File: src/hdl/lsmf_pkg.sv
// Shared constants, types and the case-fold helper of the last-match finder.
package lsmf_pkg;

  // Pattern storage is fixed by the two 64-bit pattern registers
  localparam int PAT_BYTES       = 16;
  localparam int CFG_DATA_W      = 64;
  localparam int CFG_INDEX_W     = 2;
  localparam int LEN_W           = 5;
  localparam int POS_W           = 17;
  localparam int MAX_PATTERN_DEF = 16;
  localparam int MAX_TEXT_DEF    = 65536;

  // Configuration register indexes
  typedef enum logic [CFG_INDEX_W-1:0] {
    REG_PATTERN_FIRST_EIGHT = 2'd0,
    REG_PATTERN_LAST_EIGHT  = 2'd1,
    REG_PATTERN_LENGTH      = 2'd2,
    REG_IGNORE_CASE         = 2'd3
  } cfg_reg_t;

  // Configuration as seen by the window compare
  typedef struct packed {
    logic [PAT_BYTES-1:0][7:0] pattern;
    logic [LEN_W-1:0]          length;
    logic                      ignore_case;
  } lsmf_cfg_t;

  // Fold ASCII upper-case letters to lower case when asked
  function automatic logic [7:0] fold_byte(input logic [7:0] c, input logic fold_en);
    logic [7:0] r;
    r = c;
    if (fold_en && c >= 8'h41 && c <= 8'h5A) begin
      r = c + 8'h20;
    end
    return r;
  endfunction

endpackage

File: src/hdl/lsmf_window_cmp.sv
// Parallel compare of the newest window bytes against the configured pattern.
module lsmf_window_cmp
  import lsmf_pkg::*;
#(
  parameter int MAX_PATTERN = MAX_PATTERN_DEF
) (
  input  logic [MAX_PATTERN-1:0][7:0] window,
  input  lsmf_cfg_t                   cfg,
  output logic                        match
);

  localparam int WIW = (MAX_PATTERN > 1) ? $clog2(MAX_PATTERN) : 1;

  // Pattern byte j lines up with window entry length-1-j (entry 0 is newest)
  always_comb begin
    logic       all_eq;
    logic [5:0] k;
    logic       en;
    logic [7:0] t;
    logic [7:0] p;
    all_eq = 1'b1;
    for (int j = 0; j < MAX_PATTERN; j++) begin
      en = 6'(j) < {1'b0, cfg.length};
      k  = {1'b0, cfg.length} - 6'd1 - 6'(j);
      t  = fold_byte(window[k[WIW-1:0]], cfg.ignore_case);
      p  = fold_byte(cfg.pattern[j], cfg.ignore_case);
      if (en && (t != p)) begin
        all_eq = 1'b0;
      end
    end
    match = all_eq && (cfg.length != '0) &&
            ({1'b0, cfg.length} <= 6'(MAX_PATTERN));
  end

endmodule

File: src/hdl/last_substring_match_finder_unit.sv
// Top level of the last-match finder: config registers, input stage, stream state, result.
//
// Text bytes arrive one item per cycle; each byte enters an input register, and from there
// it shifts into a window of the newest MAX_PATTERN bytes, which is compared in one pass
// against the pattern (exact or ASCII case folded). The item marked is_last passes from the
// input register into the result register and clears the stream state; items follow back to
// back at one per cycle, and the input stalls only when a last item meets a result still
// waiting to be taken. An empty pattern reports found at the number of bytes kept; bytes
// beyond MAX_TEXT are dropped and reported through text_overflow. Write configuration only
// while no text is in flight.
module last_substring_match_finder_unit
  import lsmf_pkg::*;
#(
  parameter int MAX_PATTERN = MAX_PATTERN_DEF,
  parameter int MAX_TEXT    = MAX_TEXT_DEF
) (
  input  logic                   clk,
  input  logic                   rst,
  input  logic                   cfg_write,
  input  logic [CFG_INDEX_W-1:0] cfg_index,
  input  logic [CFG_DATA_W-1:0]  cfg_data,
  input  logic                   in_valid,
  output logic                   in_stall,
  input  logic [7:0]             text_byte,
  input  logic                   byte_present,
  input  logic                   is_last,
  output logic                   out_valid,
  input  logic                   out_stall,
  output logic                   found,
  output logic [POS_W-1:0]       match_position,
  output logic                   text_overflow
);

  localparam int CW = $clog2(MAX_TEXT + 1);
  localparam int XW = (CW > POS_W) ? CW : POS_W;

  // Configuration registers
  logic [CFG_DATA_W-1:0] pattern_first_eight;
  logic [CFG_DATA_W-1:0] pattern_last_eight;
  logic [LEN_W-1:0]      pattern_length;
  logic                  ignore_case;

  always_ff @(posedge clk) begin
    if (rst) begin
      pattern_first_eight <= '0;
      pattern_last_eight  <= '0;
      pattern_length      <= '0;
      ignore_case         <= 1'b0;
    end else if (cfg_write) begin
      case (cfg_reg_t'(cfg_index))
        REG_PATTERN_FIRST_EIGHT: pattern_first_eight <= cfg_data;
        REG_PATTERN_LAST_EIGHT:  pattern_last_eight  <= cfg_data;
        REG_PATTERN_LENGTH:      pattern_length      <= cfg_data[LEN_W-1:0];
        REG_IGNORE_CASE:         ignore_case         <= cfg_data[0];
        default: ;
      endcase
    end
  end

  lsmf_cfg_t cfg;
  assign cfg.pattern     = {pattern_last_eight, pattern_first_eight};
  assign cfg.length      = pattern_length;
  assign cfg.ignore_case = ignore_case;

  // Input stage
  logic       s1_valid;
  logic [7:0] s1_byte;
  logic       s1_present;
  logic       s1_last;
  logic       s1_go;
  logic       in_take;

  // A last item waits only while the result register is still held
  assign s1_go    = s1_valid && !(s1_last && out_valid && out_stall);
  assign in_stall = s1_valid && !s1_go;
  assign in_take  = in_valid && !in_stall;

  always_ff @(posedge clk) begin
    if (rst) begin
      s1_valid <= 1'b0;
    end else if (in_take) begin
      s1_valid <= 1'b1;
    end else if (s1_go) begin
      s1_valid <= 1'b0;
    end
  end

  always_ff @(posedge clk) begin
    if (in_take) begin
      s1_byte    <= text_byte;
      s1_present <= byte_present;
      s1_last    <= is_last;
    end
  end

  // Stream state
  logic [MAX_PATTERN-1:0][7:0] window;
  logic [MAX_PATTERN-1:0][7:0] window_next;
  logic [CW-1:0]               bytes_seen;
  logic [CW-1:0]               bytes_seen_next;
  logic                        match_seen;
  logic                        match_seen_next;
  logic [CW-1:0]               latest_start;
  logic [CW-1:0]               latest_start_next;
  logic                        overflowed;
  logic                        overflowed_next;
  logic                        keep_byte;
  logic                        window_match;

  assign keep_byte = s1_present && (bytes_seen < CW'(MAX_TEXT));

  // Shift the new byte in at entry 0
  always_comb begin
    window_next = window;
    if (keep_byte) begin
      window_next[0] = s1_byte;
      for (int i = 1; i < MAX_PATTERN; i++) begin
        window_next[i] = window[i-1];
      end
    end
  end

  lsmf_window_cmp #(
    .MAX_PATTERN(MAX_PATTERN)
  ) u_cmp (
    .window(window_next),
    .cfg   (cfg),
    .match (window_match)
  );

  // Advance count, overflow flag and latest match start
  always_comb begin
    bytes_seen_next   = bytes_seen;
    match_seen_next   = match_seen;
    latest_start_next = latest_start;
    overflowed_next   = overflowed || (s1_present && !keep_byte);
    if (keep_byte) begin
      bytes_seen_next = bytes_seen + CW'(1);
      if (window_match && (bytes_seen_next >= CW'(pattern_length))) begin
        match_seen_next   = 1'b1;
        latest_start_next = bytes_seen_next - CW'(pattern_length);
      end
    end
  end

  // Window holds payload only; a match over entries past the byte count is never taken
  always_ff @(posedge clk) begin
    if (s1_go) begin
      window <= window_next;
    end
  end

  always_ff @(posedge clk) begin
    if (rst) begin
      bytes_seen   <= '0;
      match_seen   <= 1'b0;
      latest_start <= '0;
      overflowed   <= 1'b0;
    end else if (s1_go) begin
      if (s1_last) begin
        bytes_seen   <= '0;
        match_seen   <= 1'b0;
        latest_start <= '0;
        overflowed   <= 1'b0;
      end else begin
        bytes_seen   <= bytes_seen_next;
        match_seen   <= match_seen_next;
        latest_start <= latest_start_next;
        overflowed   <= overflowed_next;
      end
    end
  end

  // Result register
  logic          res_found;
  logic [XW-1:0] res_pos;

  always_comb begin
    if (pattern_length == '0) begin
      res_found = 1'b1;
      res_pos   = XW'(bytes_seen_next);
    end else if (match_seen_next) begin
      res_found = 1'b1;
      res_pos   = XW'(latest_start_next);
    end else begin
      res_found = 1'b0;
      res_pos   = '0;
    end
  end

  always_ff @(posedge clk) begin
    if (rst) begin
      out_valid <= 1'b0;
    end else if (s1_go && s1_last) begin
      out_valid <= 1'b1;
    end else if (!out_stall) begin
      out_valid <= 1'b0;
    end
  end

  always_ff @(posedge clk) begin
    if (s1_go && s1_last) begin
      found          <= res_found;
      match_position <= res_pos[POS_W-1:0];
      text_overflow  <= overflowed_next;
    end
  end

  // Checks
  assert property (@(posedge clk) disable iff (rst)
    in_stall |-> (s1_valid && s1_last && out_valid))
    else $error("input stalled without a blocked last item");

  assert property (@(posedge clk) disable iff (rst)
    (s1_go && s1_last) |=> (bytes_seen == '0 && !match_seen && !overflowed && out_valid))
    else $error("stream state not cleared after last item");

  assert property (@(posedge clk) disable iff (rst)
    bytes_seen <= CW'(MAX_TEXT))
    else $error("byte count beyond text limit");

  assert property (@(posedge clk) disable iff (rst)
    latest_start <= bytes_seen)
    else $error("match start beyond bytes seen");

  assert property (@(posedge clk) disable iff (rst)
    (out_valid && !found) |-> (match_position == '0))
    else $error("position nonzero on not-found result");

endmodule
File: config.mk
export PLATFORM = sky130hd
export DESIGN_NAME = last_substring_match_finder_unit
export DESIGN_NICKNAME = d
export VERILOG_FILES = /design/src/hdl/lsmf_pkg.sv /design/src/hdl/lsmf_window_cmp.sv /design/src/hdl/last_substring_match_finder_unit.sv
export SDC_FILE = /design/constraint.sdc
export NUM_CORES = 1
export LEC_CHECK = 0
export ABC_CLOCK_PERIOD_IN_PS = 11600
export CORE_UTILIZATION = 45
export DETAILED_ROUTE_END_ITERATION = 6
export DONT_BUFFER_PORTS = 1
export GPL_TIMING_DRIVEN = 1
export MAX_ROUTING_LAYER = met4
export PLACE_DENSITY_LB_ADDON = 0.25
export RECOVER_POWER = 100
export SLEW_MARGIN = 20
export SYNTH_ARGS = -nofsm -noshare
export SYNTH_HDL_FRONTEND = slang
export SYNTH_SLANG_ARGS = --single-unit
File: constraint.sdc
create_clock -name clk -period 11.6 [get_ports clk]
set_input_delay 1.16 -clock clk [delete_from_list [all_inputs] [get_ports clk]]
set_output_delay 1.16 -clock clk [all_outputs]
set_load 0.005 [all_outputs]
==> impl_metrics.csv, run 1 <==
group,metric,value,unit
die,core_area,64300,µm²
timing,tightest_slew,3400,ps
cts,post_cts_buffers,0,
worst_setup_path,end_kind,"register",
worst_setup_path,reg2reg_setup_slack,2230,ps
layout,seq_area,8160,µm²
placement,dp.cells,4039,
min_path,whs_path_depth,1,
die,chipHeight,257,µm
power_and_ir_drop,leakage,11.5,nW
route,drc,0,
worst_setup_path,startpoint_type,"register",
cts,insertion_delay,580,ps
die,die-width,257,µm
min_path,hp-start,"latest_start[2]",
timing,relSlewSlack,-128,%
cts,cts_tree,"done",
timing,fmax,107,MHz
grt,grt_pass1_vias,23500,
grt,antenna_found_initial,3,
layout,nets,3354,
cts,cts_sinks,329,
timing,min_period,9370,ps
route,routed_wl,99900,µm
worst_setup_path,reg2reg_from,"s1_present",
logic_synthesis,synthTopCellsByArea,"mux2i_1 (17%), edfxtp_1 (16%), dfxtp_1 (12%)",
timing,hold_viol,0,
timing,setup_viol,0,
die,io_pins,102,
logic_synthesis,ys_async_sr_fraction,0,%
die,rows,93,
logic_synthesis,avgSynthCellArea,8.73,µm²
layout,fill_cells,6100,
route,ant_nets,0,
grt,grt_max_degree,175,
worst_setup_path,path_class,"register to register",
logic_synthesis,synth_top_area_share,17.2,%
worst_setup_path,critical_path.max_fanout,39,
cts,htree_num_levels,2,
logic_synthesis,netlist_instances,3353,
cts,numCtsBuffers,40,
status,violations,"capacitance limit, slew limit",
cts,post_cts_resized,0,
layout,layout_commonest_cell,"nand2_1",
route,vias,25800,
cts,cts.path.max_buffers,3,
layout,drive_gt1_share,10.3,%
logic_synthesis,synth-seq-cells,329,
placement,gp_congestion,1.08,
cts,holdBufCountCts,0,
placement,place_hpwl,74100,µm
worst_setup_path,startpoint,"s1_present",
logic_synthesis,yosysWarnings,0,
layout,syn2layout_area_growth,6.15,%
timing,tns,0,ps
min_path,hold_path_class,"register to register",
die,initial_core_util,45.5,%
logic_synthesis,yosysSeqAreaShare,27.9,%
worst_setup_path,reg2reg_to,"latest_start[12]",
logic_synthesis,synth_ff_type,"dfxtp_1",
layout,multi_input_area,19900,µm²
placement,pre_cts_slack,3680,ps
cts,cts_root_buf,"clkbuf_16",
layout,layout_common_cells,"nand2_1 (756), mux2i_1 (503), a21oi_1 (208)",
logic_synthesis,yosys.cell_types.count,95,
timing,skew,26.9,ps
power_and_ir_drop,ir_worst_vdd,0.000119,V
route,drtPass1Iterations,6,
layout,stdcell_count,4119,
grt,overflow,0,
power_and_ir_drop,pwr_density_cell,133,nW/µm²
cts,cts.clk_slew.worst_paths,60,ps
route,vias_per_cell,6.27,
logic_synthesis,synth.cell_area,29300,µm²
route,wl_per_cell,24.3,µm
die,fp.dieArea,66100,µm²
logic_synthesis,synth_edf_count,157,
worst_setup_path,cp_data_required_time,12060,ps
grt,grt_pass1_wl,150000,µm
route,drtIter0Drc,2734,
logic_synthesis,yosys.area.top_type,"mux2i_1",
timing,worst_slack,2230,ps
placement,io_buffers,0,
grt,grt_usage,30.2,%
timing,slew_viol_final,335,
run,cap_violations,6,
timing,rsz0062_at_grt,"no",
worst_setup_path,crit_arrival,9840,ps
status,outcome,"finished with violations",
timing,period_share,80.8,%
min_path,min_to,"latest_start[2]",
logic_synthesis,syn-num-nets,3481,
worst_setup_path,rr_worst_depth,15,
cell type report:
| class | instances | share of cell area (%) |
|---|---|---|
| antenna | 6 | 0.0483 |
| clock buffer | 48 | 3.48 |
| clock inverter | 26 | 0.918 |
| inverter | 41 | 0.499 |
| multi-input combinational | 2759 | 64.0 |
| sequential | 329 | 26.3 |
| tap | 855 | 3.44 |
| timing repair buffer | 55 | 1.32 |
power by group:
part / internal, W / switching [W] / total [W]
sequential: 0.00127 / 0.0000607 / 0.00133
clock: 0.000784 / 0.000542 / 0.00133
combinational: 0.000566 / 0.000904 / 0.00147
how the worst max path moves through the flow:
stage | to | cells past startpoint
after floorplan | match_position[15] | 26
after global placement | latest_start[4] | 22
after detailed placement | latest_start[8] | 22
after CTS | latest_start[12] | 22
after global routing | latest_start[5] | 15
final | latest_start[12] | 15
metrics by stage:
step / area (µm²) / hold slack (ps) / util [%] / power (W)
6_report: 31100 / 484 / 48.3 / 0.00413
5_1_grt: 31100 / 488 / 48.3 / 0.00429
4_1_cts: 31100 / 485 / 48.3 / 0.00411
3_5_place_dp: 29700 / 467 / 46.2 / 0.00278
3_3_place_gp: 29700 / 463 / 46.2 / 0.00277
2_1_floorplan: 29300 / 444 / - / 0.00239
routing by layer:
layer	track usage [%]	up-vias	part of all wire (%)
met5	-	-	0
li1	-	12100	-
met4	11.9	0	4.1
met3	6.31	205	8.8
met2	44.2	1050	44
met1	40.6	12500	43
critical path, stage by stage, from the launching register on:
cell and delay, ps:
edfxtp_1 450, nor2b_1 1790, clkbuf_1 1560, mux2i_1 790, nor2_1 150, nor4_1 820
mux2i_1 230, xor2_1 190, nand4b_1 150, or3_1 400, nor4_1 280, o31ai_1 310
a2111oi_2 540, o2111ai_4 590, o21a_1 620, a22o_1 320
synthesized netlist by cell type, types with 62 or more instances:
cell type	n
a21oi_1	208
xor2_1	69
clkbuf_1	132
edfxtp_1	157
mux4_2	113
xnor2_1	117
nand3_1	67
nor2_1	192
o21ai_0	67
nand2_1	757
mux2i_1	503
nor3_1	62
dfxtp_1	172
registers in the layout, indices dropped and copies added (netlist names), 5 cells and up:
| name | cells |
|---|---|
| match_position | 17 |
| window | 128 |
| bytes_seen | 17 |
| latest_start | 17 |
| pattern_length | 5 |
| pattern_first_eight | 64 |
| s1_byte | 8 |
| pattern_last_eight | 64 |
cell families (layout without fill, tap and decap cells):
kind of cell	Yosys count	in the layout	share of synthesized area, %
flops	329	329	27.9
buf+inv	265	170	4.48
other cells	0	6	0
xor+xnor	190	190	5.89
mux	676	676	28.2
fa+ha+maj	47	47	2.03
simple gates	1290	1290	19.4
compound gates	556	556	12.2
No activity file was read; power rests on OpenSTA's default activity.
==> run 2: changes to the inputs <==
Settings changed: ABC_AREA from default to 1, ABC_CLOCK_PERIOD_IN_PS 11600 to 7900.
Clock period 11.6 ns to 7.9 ns, I/O delays scaled along.
==> impl_metrics.csv, run 2 <==
group,metric,value,unit
timing,setup_viol,0,
cts,cts_root_buf,"clkbuf_16",
placement,place_hpwl,85300,µm
layout,drive_gt1_share,4.38,%
cts,cts.clk_slew.worst_paths,60,ps
timing,skew,39.3,ps
timing,tightest_slew,2830,ps
grt,antenna_found_initial,2,
route,drtPass1Iterations,7,
timing,hold_viol,0,
layout,largest_reg_flops,128,
cts,post_cts_resized,0,
timing,rsz0062_at_grt,"no",
timing,min_period,6920,ps
grt,use_met3,6.88,%
grt,grt_pass1_wl,165000,µm
power_and_ir_drop,finalPower,0.00682,W
status,outcome,"finished with violations",
logic_synthesis,netlist_instances,4224,
route,vias,29200,
layout,reg_top3,"window: 128 flops, pattern_first_eight: 64 flops, pattern_last_eight: 64 flops",
logic_synthesis,synthTopCellsByArea,"nand3_1 (23%), edfxtp_1 (18%), nand2_1 (16%)",
run,cap_violations,8,
cts,cts_sinks,329,
power_and_ir_drop,pwr_density_cell,240,nW/µm²
placement,dp.cells,4819,
cts,numCtsBuffers,42,
die,core_area,58200,µm²
logic_synthesis,yosysSeqAreaShare,30.5,%
logic_synthesis,synth.cell_area,26700,µm²
layout,stdcell_count,4897,
route,drc,0,
grt,grt_use_met2,56.2,%
layout,multi_input_area,16300,µm²
cts,htree_num_levels,2,
logic_synthesis,avgSynthCellArea,6.33,µm²
logic_synthesis,yosys.area.top_type,"nand3_1",
grt,grt_usage,37.5,%
timing,fmax,144,MHz
logic_synthesis,synth.most_common_cell,"nand3_1",
layout,finalInstanceArea,28400,µm²
worst_setup_path,path_class,"register to register",
worst_setup_path,end_kind,"register",
layout,fill_cells,6082,
logic_synthesis,ys_async_sr_fraction,0,%
worst_setup_path,startpoint_type,"register",
timing,relSlewSlack,-90.0,%
power_and_ir_drop,ir_worst_vdd,0.000173,V
cts,holdBufCountCts,0,
layout,layout_common_cells,"nand3_1 (1223), nand2_1 (1178), inv_1 (325)",
timing,slew_viol_final,456,
route,wl_per_cell,22.8,µm
die,chipHeight,246,µm
layout,syn2layout_area_growth,6.15,%
logic_synthesis,synthTopCellsByCount,"nand3_1 (1223), nand2_1 (1170), inv_1 (326)",
logic_synthesis,synth-seq-cells,329,
die,rows,88,
logic_synthesis,syn-num-nets,4352,
grt,grt-busiest-layer,"met2",
worst_setup_path,crit_arrival,7330,ps
grt,grt_max_degree,126,
layout,largest_register,"window",
die,io_pins,102,
route,drtIter0Drc,3676,
timing,period_share,87.6,%
layout,nets,4226,
route,routed_wl,111000,µm
cts,cts.path.max_buffers,3,
grt,grt_pass1_vias,25900,
cts,post_cts_buffers,0,
logic_synthesis,yosysWarnings,0,
placement,io_buffers,0,
worst_setup_path,cp_data_required_time,8310,ps
die,die-width,246,µm
status,violations,"capacitance limit, slew limit",
logic_synthesis,yosys.cell_types.count,54,
logic_synthesis,synth_edf_count,157,
grt,use_met1,47.6,%
min_path,hold_path_class,"input port to register",
cts,insertion_delay,610,ps
timing,tns,0,ps
layout,layout_commonest_cell,"nand3_1",
die,fp.dieArea,60400,µm²
grt,overflow,0,
cts,cts_tree,"done",
placement,place_area,27100,µm²
worst_setup_path,critical_path.max_fanout,41,
layout,seq_area,8160,µm²
die,initial_core_util,45.9,%
logic_synthesis,synth_ff_type,"dfxtp_1",
power_and_ir_drop,leakage,12.8,nW
route,ant_nets,0,
logic_synthesis,synth_top_area_share,22.9,%
route,vias_per_cell,5.97,
placement,gp_congestion,1.10,
==> run 2: changes by cell type after synthesis, moves of 85 or more <==
cell,previous run,this run
inv_1,38,326
mux2i_1,503,0
mux4_2,113,0
nand2_1,757,1170
nand3_1,67,1223
o21ai_0,67,185
xnor2_1,117,32
==> run 2: kinds of logic after synthesis <==
family | count (synthesis) | synth area share (%)
AOI/OAI and AO/OA | 389 | 7.82
xor gates and xnor gates | 96 | 3.90
adders and majority gates | 47 | 2.23
buffers and inverters | 555 | 8.52
DFF | 329 | 30.5
and+or+nand+nor | 2808 | 47.0
==> run 2: layout make-up <==
type,instances,share of cell area [%]
Multi-Input combinational cell,3340,57.5
Sequential cell,329,28.7
Inverter,343,4.57
Clock buffer,63,4.31
Tap cell,765,3.37
Timing Repair Buffer,42,1.05
Clock inverter,12,0.388
Antenna cell,3,0.0264
==> run 2: stage by stage <==
| step | util, % | worst slack (ps) | hold WS (ps) |
|---|---|---|---|
| finish | 48.7 | 979 | 260 |
| global route | 48.7 | 485 | 243 |
| CTS | 48.8 | 1480 | 228 |
| detailed placement | 46.5 | 1490 | 450 |
| global placement | 46.5 | 1500 | 445 |
| floorplan | - | 2690 | 429 |
==> run 2: path summary, 6_finish.rpt <==
check                   from                end  cells past startpoint  slack, ps
setup / recovery  s1_present  match_position[4]                     27        980
hold / removal           rst      bytes_seen[3]                      1        260
setup reg to reg  s1_present  match_position[4]                     27        980
hold reg to reg   overflowed         overflowed                      2        450
==> run 2: where the power goes <==
group	total [W]	switching, W	internal (W)
combinational	0.00297	0.00218	0.000793
clock	0.00192	0.000816	0.00110
sequential	0.00193	0.0000564	0.00188
==> run 2: per-layer routing <==
metal	part of all wire, %	up-vias
met5	0	-
met4	6.2	0
met3	9.6	273
met2	43	1495
met1	41	13400
li1	-	14000
==> run 2: critical path: stages, from the launching register on <==
cell,delay (ps)
edfxtp_1,740
inv_1,180
nor2_4,750
clkbuf_1,1080
nand2_1,170
nand3_1,180
nand3_1,150
nand3_1,180
nand3_1,290
nand2_1,230
nor2_1,50
nand2_1,170
nand2_1,80
nor2_1,120
nor2_1,50
nor2_1,110
nand2_1,60
o21bai_1,320
nand2_1,220
nor2_1,190
nand2_1,140
nor2_8,300
nand2_4,220
nand2_1,160
nand2_4,110
clkinvlp_2,280
nand2_1,70
o21ai_0,100
